**config.mk**
```make
export PLATFORM = sky130hd
export DESIGN_NAME = url_percent_decoder_core
export DESIGN_NICKNAME = d
export VERILOG_FILES = /design/src/hw/rtl/upd_pkg.sv /design/src/hw/rtl/upd_front.sv /design/src/hw/rtl/upd_queue.sv /design/src/hw/rtl/upd_back.sv /design/src/hw/rtl/url_percent_decoder_core.sv
export SDC_FILE = /design/constraint.sdc
export NUM_CORES = 1
export LEC_CHECK = 0
export ABC_AREA = 1
export BUFFER_PORTS_ARGS = -buffer_cell sky130_fd_sc_hd__buf_2
export CORE_ASPECT_RATIO = 2
export CORE_MARGIN = 4
export CORE_UTILIZATION = 40
export CTS_BUF_LIST = sky130_fd_sc_hd__clkbuf_4
export CTS_CLUSTER_DIAMETER = 30
export DETAILED_ROUTE_END_ITERATION = 8
export PLACE_DENSITY = 0.65
export SYNTH_ARGS = -nofsm -noshare
export SYNTH_HDL_FRONTEND = slang
export SYNTH_HIERARCHICAL = 1
export SYNTH_SLANG_ARGS = --single-unit
```
**constraint.sdc**
```tcl
create_clock -name clk -period 4.7 [get_ports clk]
set_input_delay 0.705 -clock clk [delete_from_list [all_inputs] [get_ports clk]]
set_output_delay 0.705 -clock clk [all_outputs]
set_load 0.05 [all_outputs]
```
**src/hw/rtl/upd_pkg.sv**
```systemverilog
// ----------------------------------------------------------------------------
// URL percent decoder package
// Beat types, decoded command entry and character codes shared by the blocks.
// ----------------------------------------------------------------------------
package upd_pkg;

  typedef struct packed {
    logic [7:0] in_byte;
    logic       in_last;
  } in_beat_t;

  typedef struct packed {
    logic [7:0] out_byte;
    logic       out_last;
  } out_beat_t;

  // One decoded input beat: one to three bytes, emitted from index 0 upward.
  typedef struct packed {
    logic [1:0]      cnt;
    logic [2:0][7:0] bytes;
    logic            last;
  } cmd_t;

  typedef enum logic [1:0] {
    PH_IDLE  = 2'd0,
    PH_PCT   = 2'd1,
    PH_DIGIT = 2'd2
  } phase_t;

  localparam logic [7:0] CH_PLUS    = 8'h2B;
  localparam logic [7:0] CH_PERCENT = 8'h25;
  localparam logic [7:0] CH_SPACE   = 8'h20;

endpackage

```
**src/hw/rtl/upd_front.sv**
```systemverilog
// ----------------------------------------------------------------------------
// URL percent decoder front end
// Accepts encoded beats, tracks the escape phase and builds command entries.
// ----------------------------------------------------------------------------
module upd_front (
  input  logic             clk,
  input  logic             rst,
  input  logic             push,
  input  upd_pkg::in_beat_t item,
  input  logic             q_full,
  output logic             full,
  output logic             enq,
  output upd_pkg::cmd_t    cmd
);

  upd_pkg::phase_t phase;
  upd_pkg::phase_t phase_next;
  logic [7:0]      held_digit;
  logic [7:0]      held_digit_next;
  logic            accept;

  function automatic logic is_hex(input logic [7:0] c);
    is_hex = (c inside {[8'h30:8'h39], [8'h41:8'h46], [8'h61:8'h66]});
  endfunction

  function automatic logic [3:0] hex_value(input logic [7:0] c);
    hex_value = (c inside {[8'h30:8'h39]}) ? c[3:0] : c[3:0] + 4'd9;
  endfunction

  assign full   = q_full;
  assign accept = push && !q_full;

  always_ff @(posedge clk) begin
    if (rst) begin
      phase <= upd_pkg::PH_IDLE;
    end else if (accept) begin
      phase <= phase_next;
    end
  end

  always_ff @(posedge clk) begin
    if (accept) begin
      held_digit <= held_digit_next;
    end
  end

  always_comb begin
    logic       hex;
    logic       fr_emit;
    logic [7:0] fr_byte;
    upd_pkg::phase_t fr_phase;
    hex = is_hex(item.in_byte);
    // Decoding of the beat as if no escape were pending.
    fr_emit  = 1'b1;
    fr_phase = upd_pkg::PH_IDLE;
    fr_byte  = item.in_byte;
    if (item.in_byte == upd_pkg::CH_PERCENT) begin
      if (!item.in_last) begin
        fr_emit  = 1'b0;
        fr_phase = upd_pkg::PH_PCT;
      end
    end else if (item.in_byte == upd_pkg::CH_PLUS) begin
      fr_byte = upd_pkg::CH_SPACE;
    end

    phase_next      = fr_phase;
    held_digit_next = held_digit;
    cmd.last        = item.in_last;
    cmd.bytes       = '0;
    cmd.cnt         = 2'd0;
    case (phase)
      upd_pkg::PH_PCT: begin
        cmd.bytes[0] = upd_pkg::CH_PERCENT;
        if (hex && item.in_last) begin
          cmd.bytes[1] = item.in_byte;
          cmd.cnt      = 2'd2;
          phase_next   = upd_pkg::PH_IDLE;
        end else if (hex) begin
          held_digit_next = item.in_byte;
          phase_next      = upd_pkg::PH_DIGIT;
        end else begin
          cmd.bytes[1] = fr_byte;
          cmd.cnt      = fr_emit ? 2'd2 : 2'd1;
        end
      end
      upd_pkg::PH_DIGIT: begin
        if (hex) begin
          cmd.bytes[0] = {hex_value(held_digit), hex_value(item.in_byte)};
          cmd.cnt      = 2'd1;
          phase_next   = upd_pkg::PH_IDLE;
        end else begin
          cmd.bytes[0] = upd_pkg::CH_PERCENT;
          cmd.bytes[1] = held_digit;
          cmd.bytes[2] = fr_byte;
          cmd.cnt      = fr_emit ? 2'd3 : 2'd2;
        end
      end
      default: begin
        cmd.bytes[0] = fr_byte;
        cmd.cnt      = fr_emit ? 2'd1 : 2'd0;
      end
    endcase
    enq = accept && (cmd.cnt != 2'd0);
  end

endmodule

```
**src/hw/rtl/upd_queue.sv**
```systemverilog
// ----------------------------------------------------------------------------
// URL percent decoder command queue
// Small register queue that decouples the front end from the back end.
// ----------------------------------------------------------------------------
module upd_queue #(
  parameter int DEPTH = 4
) (
  input  logic          clk,
  input  logic          rst,
  input  logic          wr,
  input  upd_pkg::cmd_t wdata,
  input  logic          rd,
  output upd_pkg::cmd_t rdata,
  output logic          full,
  output logic          empty
);

  localparam int PW = (DEPTH > 1) ? $clog2(DEPTH) : 1;
  localparam int CW = $clog2(DEPTH + 1);

  upd_pkg::cmd_t mem [DEPTH];
  logic [PW-1:0] wr_ptr;
  logic [PW-1:0] rd_ptr;
  logic [CW-1:0] count;
  logic          do_wr;
  logic          do_rd;

  assign full  = (count == CW'(DEPTH));
  assign empty = (count == '0);
  assign do_wr = wr && !full;
  assign do_rd = rd && !empty;
  assign rdata = mem[rd_ptr];

  always_ff @(posedge clk) begin
    if (do_wr) begin
      mem[wr_ptr] <= wdata;
    end
  end

  always_ff @(posedge clk) begin
    if (rst) begin
      wr_ptr <= '0;
      rd_ptr <= '0;
      count  <= '0;
    end else begin
      if (do_wr) begin
        wr_ptr <= (wr_ptr == PW'(DEPTH - 1)) ? '0 : wr_ptr + PW'(1);
      end
      if (do_rd) begin
        rd_ptr <= (rd_ptr == PW'(DEPTH - 1)) ? '0 : rd_ptr + PW'(1);
      end
      if (do_wr && !do_rd) begin
        count <= count + CW'(1);
      end else if (do_rd && !do_wr) begin
        count <= count - CW'(1);
      end
    end
  end

endmodule

```
**src/hw/rtl/upd_back.sv**
```systemverilog
// ----------------------------------------------------------------------------
// URL percent decoder back end
// Serializes command entries into decoded bytes through an output register.
// ----------------------------------------------------------------------------
module upd_back (
  input  logic               clk,
  input  logic               rst,
  input  logic               q_empty,
  input  upd_pkg::cmd_t      cmd,
  output logic               deq,
  input  logic               pop,
  output logic               empty,
  output upd_pkg::out_beat_t result
);

  logic [1:0] idx;
  logic       valid;
  logic       load;
  logic       final_byte;

  assign empty      = !valid;
  assign load       = !q_empty && (!valid || pop);
  assign final_byte = (idx == cmd.cnt - 2'd1);
  assign deq        = load && final_byte;

  always_ff @(posedge clk) begin
    if (rst) begin
      valid <= 1'b0;
      idx   <= 2'd0;
    end else begin
      if (load) begin
        valid <= 1'b1;
        idx   <= final_byte ? 2'd0 : idx + 2'd1;
      end else if (pop) begin
        valid <= 1'b0;
      end
    end
  end

  always_ff @(posedge clk) begin
    if (load) begin
      result.out_byte <= cmd.bytes[idx];
      result.out_last <= cmd.last && final_byte;
    end
  end

endmodule

```
**src/hw/rtl/url_percent_decoder_core.sv**
```systemverilog
// ----------------------------------------------------------------------------
// URL percent decoder core
// Path: an input beat is accepted while the queue is not full and written into
// a queue entry; its decoded bytes go from there into the output register when it is free.
// Throughput: one input beat per cycle while the queue is not full and each
// beat yields at most one byte; the back end emits one byte per cycle unless
// pop stalls it; the queue absorbs the up to three bytes of an escape flush.
// Reset: synchronous rst empties the queue and output register and clears
// any pending escape.
// ----------------------------------------------------------------------------
module url_percent_decoder_core #(
  parameter int QDEPTH = 4
) (
  input  logic               clk,
  input  logic               rst,
  input  logic               push,
  output logic               full,
  input  upd_pkg::in_beat_t  item,
  output logic               empty,
  input  logic               pop,
  output upd_pkg::out_beat_t result
);

  upd_pkg::cmd_t enq_cmd;
  upd_pkg::cmd_t head_cmd;
  logic          enq;
  logic          deq;
  logic          q_full;
  logic          q_empty;

  upd_front u_front (
    .clk    (clk),
    .rst    (rst),
    .push   (push),
    .item   (item),
    .q_full (q_full),
    .full   (full),
    .enq    (enq),
    .cmd    (enq_cmd)
  );

  upd_queue #(
    .DEPTH (QDEPTH)
  ) u_queue (
    .clk   (clk),
    .rst   (rst),
    .wr    (enq),
    .wdata (enq_cmd),
    .rd    (deq),
    .rdata (head_cmd),
    .full  (q_full),
    .empty (q_empty)
  );

  upd_back u_back (
    .clk     (clk),
    .rst     (rst),
    .q_empty (q_empty),
    .cmd     (head_cmd),
    .deq     (deq),
    .pop     (pop),
    .empty   (empty),
    .result  (result)
  );

endmodule

```
# After elaboration in Yosys (flattened, before gate mapping)
# Memories as Yosys holds them, arrays and structs flattened. A register that Yosys moved wholly into a read port is not among the register bits.
# Cells that the tools add are included.
[op_classes]
n_div = 0
n_addsub = 8
order_cmp = 9
n_reduce_logical = 26
shifts = 0
n_mux = 39
n_eq_ne = 8
n_mul = 0
bitwise_logic = 1
[op_table]
columns = ["op", "n"]
rows = [
  ["two-way mux 8 bit", 7],
  ["case mux 8 bit (2 select lines)", 2],
  ["two-way mux 2 bit", 13],
  ["binary-select mux 8 bit (select 2 bit)", 1],
  ["== test 8 x 6 -> 1 bit, second input constant", 2],
  ["greater-or-equal comparator 8 x 6 -> 1 bit, second input constant", 2],
  ["greater-or-equal comparator 8 x 7 -> 1 bit, second input constant", 2],
  ["<= comparator 8 x 6 -> 1 bit, second input constant", 2],
  ["<= comparator 8 x 7 -> 1 bit, second input constant", 2],
  ["two-way mux 16 bit", 1],
  ["logical AND 1 bit", 14],
  ["two-way mux 1 bit", 9],
  ["adder 4 bit, second input constant", 2],
  ["two-way mux 4 bit", 2],
  ["case mux 2 bit (2 select lines)", 2],
  ["adder 2 x 1 -> 2 bit, second input constant", 3],
  ["== test 2 bit, second input constant", 3],
  ["two-way mux 3 bit", 2],
  ["nonzero test 2 bit", 3],
  ["zero test 1 bit", 5],
  ["AND reduction 4 bit", 1],
  ["adder 3 x 1 -> 3 bit, second input constant", 1],
  ["== test 3 bit, second input constant", 1],
  ["zero test 3 bit", 1],
  ["other kinds (8)", 8],
]
[word_totals]
mem_bits_ro = 0
inputBits = 13
mem_bits_rw = 108
memories = 1
latchBits = 0
register_bits = 29
[mem_list]
columns = ["name", "depth", "word_bits", "rd", "rd_clocked_by_memory_dff", "write_ports", "line_no", "text"]
rows = [
  ["u_queue.mem", 4, 27, 1, 1, 1, "upd_queue.sv:21", "upd_pkg::cmd_t mem [DEPTH];"],
]

# Logic depth before layout (Yosys ltp)
[logic_depth]
depth_word = 13
depth_mapped = 24

# Cells and area by module
# The synthesis kept the hierarchy.
[by_module_without_submodules]
columns = ["module", "area_each_um2", "cells_per_inst", "n_inst", "seq_area_each_um2"]
rows = [
  ["upd_queue", 4556.9, 332, 1, 3423.3],
  ["upd_front", 1153.6, 175, 1, 280.3],
  ["upd_back", 689.4, 79, 1, 330.3],
]

# Worst setup path after synthesis
# No wires, ideal clock.
[synth_path]
path_type = "in2reg"
startpoint = "in item[2] in the netlist's numbering"
endpoint = "mem u_queue/mem[0][0] in the netlist's numbering, enable pin"
arrival_time_ns = 3.132
path_slack_ns = 1.157
cell_stages = 14
cell_sequence = "inv_1 ha_1 nor2_1 nand3_1 nand3_1 nand2_1 nand2_2 nand2_2 buf_6 nand2_2 nand2_2 a21oi_2 nand2_1 nor2_1"
[synth_via]
elab_chain_cells = 11
elab_cells_between_ends = 25
cone_classes = "order compare (6); eq/ne (1); mux (10); reduce/logical (8)"
[synth_rtl]
columns = ["element", "line_no", "text"]
rows = [
  ["start, declared", "url_percent_decoder_core.sv:18", "input upd_pkg::in_beat_t item,"],
  ["greater-or-equal comparator 8 x 6 -> 1 bit (tied with other cells)", "upd_front.sv:23", "is_hex = (c inside {[8'h30:8'h39], [8'h41:8'h46], [8'h61:8'h66]});"],
  ["logical AND 1 bit or two-way mux 1 bit (tied branches)", "upd_front.sv:23, upd_front.sv:57", ""],
  ["nonzero test 3 bit or two-way mux 2 bit (tied branches)", "upd_front.sv:23, upd_front.sv:83", ""],
  ["two-way mux 2 bit or logical AND 1 bit (tied branches)", "upd_front.sv:78, upd_front.sv:74", ""],
  ["two-way mux 2 bit", "upd_front.sv:74", "if (hex && item.in_last) begin"],
  ["case mux 2 bit (2 select lines) *", "upd_front.sv:71", "case (phase)"],
  ["nonzero test 2 bit *", "upd_front.sv:103", "enq = accept && (cmd.cnt != 2'd0);"],
  ["logical AND 1 bit *", "upd_front.sv:103", ""],
  ["net enq", "url_percent_decoder_core.sv:26", "logic enq;"],
  ["logical AND 1 bit *", "upd_queue.sv:30", "assign do_wr = wr && !full;"],
  ["two-way mux 1 bit *", "upd_queue.sv:35", "if (do_wr) begin"],
  ["two-way mux 1 bit (not written as such) *", "upd_queue.sv:36", "mem[wr_ptr] <= wdata;"],
  ["end, declared", "upd_queue.sv:21", ""],
]
# The timed path passes the listed nets; every way through them passes the cells marked *.

# Final worst setup path
[layout_path]
startpoint = "reg u_front.phase[0]"
endpoint = "reg u_queue.count[2]"
[layout_via]
elab_chain_cells = 8
elab_cells_between_ends = 11
cone_classes = "eq/ne (2); mux (2); reduce/logical (7)"
[layout_rtl]
columns = ["element", "line_no", "text"]
rows = [
  ["start, declared", "upd_front.sv:16", "upd_pkg::phase_t phase;"],
  ["start signal, assigned", "upd_front.sv:35", "phase <= upd_pkg::PH_IDLE;"],
  ["start signal, assigned", "upd_front.sv:37", "phase <= phase_next;"],
  ["== test 2 bit or == test 2 x 1 -> 1 bit (tied branches)", "upd_front.sv:71", ""],
  ["case mux 2 bit (2 select lines) *", "upd_front.sv:71", ""],
  ["nonzero test 2 bit *", "upd_front.sv:103", ""],
  ["logical AND 1 bit *", "upd_front.sv:103", ""],
  ["net enq", "url_percent_decoder_core.sv:26", ""],
  ["logical AND 1 bit *", "upd_queue.sv:30", ""],
  ["net u_queue.do_wr", "upd_queue.sv:25", "logic do_wr;"],
  ["zero test 1 bit", "upd_queue.sv:54", "end else if (do_rd && !do_wr) begin"],
  ["logical AND 1 bit", "upd_queue.sv:54", ""],
  ["nonzero test 2 bit (no line)", "n/a", ""],
  ["end signal, assigned", "upd_queue.sv:53", "count <= count + CW'(1);"],
  ["end signal, assigned", "upd_queue.sv:55", "count <= count - CW'(1);"],
  ["end, declared", "upd_queue.sv:24", "logic [CW-1:0] count;"],
]
# Marks and branches as above.
# A chain may end at the register's enable or synchronous reset.

==> flow_metrics.py <==
metrics = {
    "synthesis": {
        "synth.distinct_cells": 33,
        "synth-seq-cells": 139,
        "netlist_area_um2": 6400,
        "syn_avg_cell_area_um2": 10.9,
        "yosysWarnings": 6,
        "syn_inst": 586,
        "ys.flop_type": "edfxtp_1",
        "yosysSeqAreaShare_pct": 63.0,
        "synth_nets": 616,
        "synthArstFlopShare_pct": 0,
        "synth_edf_count": 125,
    },
    "sta": {
        "max_freq_ghz": 0.306,
        "period_minus_slack_ps": 3270,
        "worstMarginPinSlew_ps": 746,
        "setup_viol": 0,
        "maxSlewViolCount": 0,
        "fin_skew_ps": 12.7,
        "setup-tns-final_ps": 0,
        "setup_slack_ps": 1430,
        "timing.hold.ws_ps": 450,
        "finalHoldViolations": 0,
        "min_period_over_period_pct": 69.5,
        "slew_headroom_pct": 50.1,
        "rsz0062_at_grt": "no",
    },
    "cts": {
        "clk_path_buf_depth": 2,
        "cts-hold-fix-buffers": 0,
        "cts_resized": 0,
        "clkSinkCount": 139,
        "numCtsBuffers": 17,
        "clk_pin_slew_worst_paths_ps": 120,
        "cts_tree": "built",
        "cts_max_level": 4,
        "post-cts-setup-buffers": 0,
        "clock_latency_ps": 520,
        "cts-root-buf": "clkbuf_4",
    },
    "setup_path": {
        "r2r_slack_ps": 1430,
        "critPathMostFrequentCell": "inv_1",
        "crit_path_top_delay_cell": "ha_1",
        "timing.rr.end": "u_queue/count[2]$_SDFFE_PP0P_",
        "r2r_cells": 17,
        "worstReg2RegStart": "u_front/phase[0]$_SDFFE_PP0P_",
        "crit_fanout": 12,
        "cp-endpoint": "u_queue/count[2]$_SDFFE_PP0P_",
        "startpoint": "u_front/phase[0]$_SDFFE_PP0P_",
        "start_kind": "register",
        "critPathCaptureType": "register",
        "critPathKind": "reg -> reg",
        "max_stage_delay_ps": 460,
        "cp_cell_sequence": "inv_1, ha_1, inv_1, nor2_1, inv_1, o21ai_0, a21oi_2, nand2_1, inv_1, ha_1, inv_1, fa_1, nand2_1, nand3_1, nand2_1, inv_1, nor2_1",
        "critPathArrivalTime_ps": 3730,
        "critPathRequiredTime_ps": 5170,
    },
    "routing": {
        "totalWireLength_mm": 13.9,
        "vias": 4312,
        "ant_nets": 0,
        "vias_per_cell": 5.23,
        "dr.pass1.iters": 4,
        "drt_drc_violations_left": 0,
        "drt-initial-drc-count": 359,
        "wl_per_cell_um": 16.9,
    },
    "global_routing": {
        "grt_pass1_vias": 4534,
        "grt_pass1_wl_mm": 22.4,
        "antenna_found_initial": 1,
        "grt-ovfl-total": 0,
        "grt_start_max_net_pins": 55,
        "grt_usage_pct": 15.7,
    },
    "finish": {
        "multi_input_area_um2": 1920,
        "fill_cells": 1491,
        "drive_gt1_share_pct": 15.4,
        "syn_to_final_growth_pct": 8.37,
        "fin_util_pct": 44.0,
        "seqCellArea_um2": 4030,
        "final_nets": 639,
        "fin_cells": 824,
        "final_area_um2": 6940,
    },
    "placed_design": {
        "dp.final_hpwl_mm": 9.34,
        "dpl_cell_area_um2": 6590,
        "place_congestion": 0.899,
        "dpl.cell_count": 791,
        "pre_cts_slack_ps": 1040,
        "io_buffers": 23,
    },
    "min_path": {
        "hp-class": "in -> reg",
    },
    "die": {
        "io_pins": 24,
        "rows": 65,
        "dieArea_um2": 18200,
        "die_h_um": 187,
        "die_x_um": 97.4,
        "coreArea_um2": 15800,
        "start_util_pct": 40.6,
    },
    "pwr": {
        "finalPower_mw": 4.06,
        "vdd_drop_max_v": 0.000251,
        "power.leakage_nw": 2.61,
        "p_per_area_nw_per_um2": 586,
    },
    "outcome": {
        "outcome": "complete, no violations",
    },
    "flow_run": {
        "cap_viol_max_count": 0,
    },
}
==> placed cells by master, fill, tap and decap left out, types with 4 or more instances in the layout <==
cell	synthesis	layout
dfxtp_1	14	14
inv_1	51	51
inv_2	5	5
nor2_2	3	7
nand2_2	12	12
edfxtp_1	125	125
nand3_1	20	20
o22ai_1	33	33
nand2_1	59	59
ha_1	16	16
buf_2	4	23
o21ai_0	47	47
buf_4	5	6
xor2_1	5	5
o21ai_1	33	33
bufinv_16	0	4
inv_6	0	5
clkbuf_4	1	17
a21oi_1	19	19
nand4_1	5	5
nor2_1	95	91
==> area by class of cell <==
cell class	count	area share (%)
diodes	1	0.0361
clock buffers	17	1.84
clock inverters	15	3.07
inverters	58	3.32
multi-input cells	364	27.6
flip-flops and latches	139	58.2
well taps	201	3.63
repair buffers	29	2.31
==> layer usage <==
| metal | vias to the layer above | global-route usage, % | part of all wire [%] |
|---|---|---|---|
| met5 | - | 0 | 0 |
| met4 | 0 | 8.21 | 2.8 |
| met3 | 27 | 3.55 | 3.4 |
| met2 | 119 | 30.0 | 56 |
| met1 | 2078 | 15.3 | 37 |
| li1 | 2088 | - | - |
==> synthesized netlist by cell type, types with 3 or more instances <==
library cell,n,share of area [%]
nand2_1,59,3.5
o22ai_1,33,3.2
nor2_2,3,0.29
buf_4,5,0.59
o21ai_0,47,3.7
edfxtp_1,125,59
nor3_1,3,0.23
nand2_4,3,0.53
nand4_1,5,0.49
nand3_1,20,1.6
inv_2,5,0.29
nand3b_1,3,0.35
buf_6,13,2.3
dfxtp_1,14,4.4
o21ai_1,33,2.6
buf_2,4,0.31
xor2_1,5,0.68
ha_1,16,3.1
inv_1,51,3.0
nand2_2,12,1.2
a21oi_1,19,1.5
nor2_1,95,5.6
nand3_2,3,0.47
==> critical path: cells and delay by family (launching register included) <==
family / cells / cell delay [ps]
AOI/OAI and AO/OA: 2 / 420
adders and majority gates: 3 / 1020
buffers and inverters: 6 / 740
DFF: 1 / 350
and+or+nand+nor: 6 / 690
==> where the power goes <==
group | total (mW) | internal, mW | leakage [nW] | switching, mW
logic | 1.47 | 0.411 | 1.16 | 1.06
registers | 1.70 | 1.61 | 1.27 | 0.0888
clock network | 0.887 | 0.435 | 0.176 | 0.453
total | 4.06 | 2.46 | 2.61 | 1.60
==> registers in the layout, summed over array words and instances (netlist names), named ones only <==
| register | flops |
|---|---|
| u_queue/mem | 108 |
| u_back/result | 9 |
| u_front/held_digit | 8 |
| u_queue/count | 3 |
| u_back/idx | 2 |
| u_front/phase | 2 |
| u_queue/rd_ptr | 2 |
| u_queue/wr_ptr | 2 |
| u_back/valid | 1 |
==> cell families after synthesis <==
kind of cell,share of synthesized area [%]
AO/OA/AOI/OAI,11.4
XOR/XNOR,0.684
adder cells (fa/ha/maj),3.44
buffers and inverters,7.17
flip-flops,63.0
AND/OR/NAND/NOR,14.3
==> worst min path at each step <==
stage | from | end | slack (ps) | cells past startpoint
3_3_place_gp | u_front/phase[1]$_SDFFE_PP0P_ | u_front/phase[1]$_SDFFE_PP0P_ | 470 | 2
5_1_grt | item[5] | u_front/held_digit[4]$_DFFE_PP_ | 380 | 1
2_1_floorplan | u_front/phase[1]$_SDFFE_PP0P_ | u_front/phase[1]$_SDFFE_PP0P_ | 460 | 2
6_report | item[5] | u_front/held_digit[4]$_DFFE_PP_ | 450 | 1
3_5_place_dp | u_front/phase[1]$_SDFFE_PP0P_ | u_front/phase[1]$_SDFFE_PP0P_ | 500 | 2
4_1_cts | item[5] | u_front/held_digit[4]$_DFFE_PP_ | 390 | 1
Power figures use the tool's default switching activity.
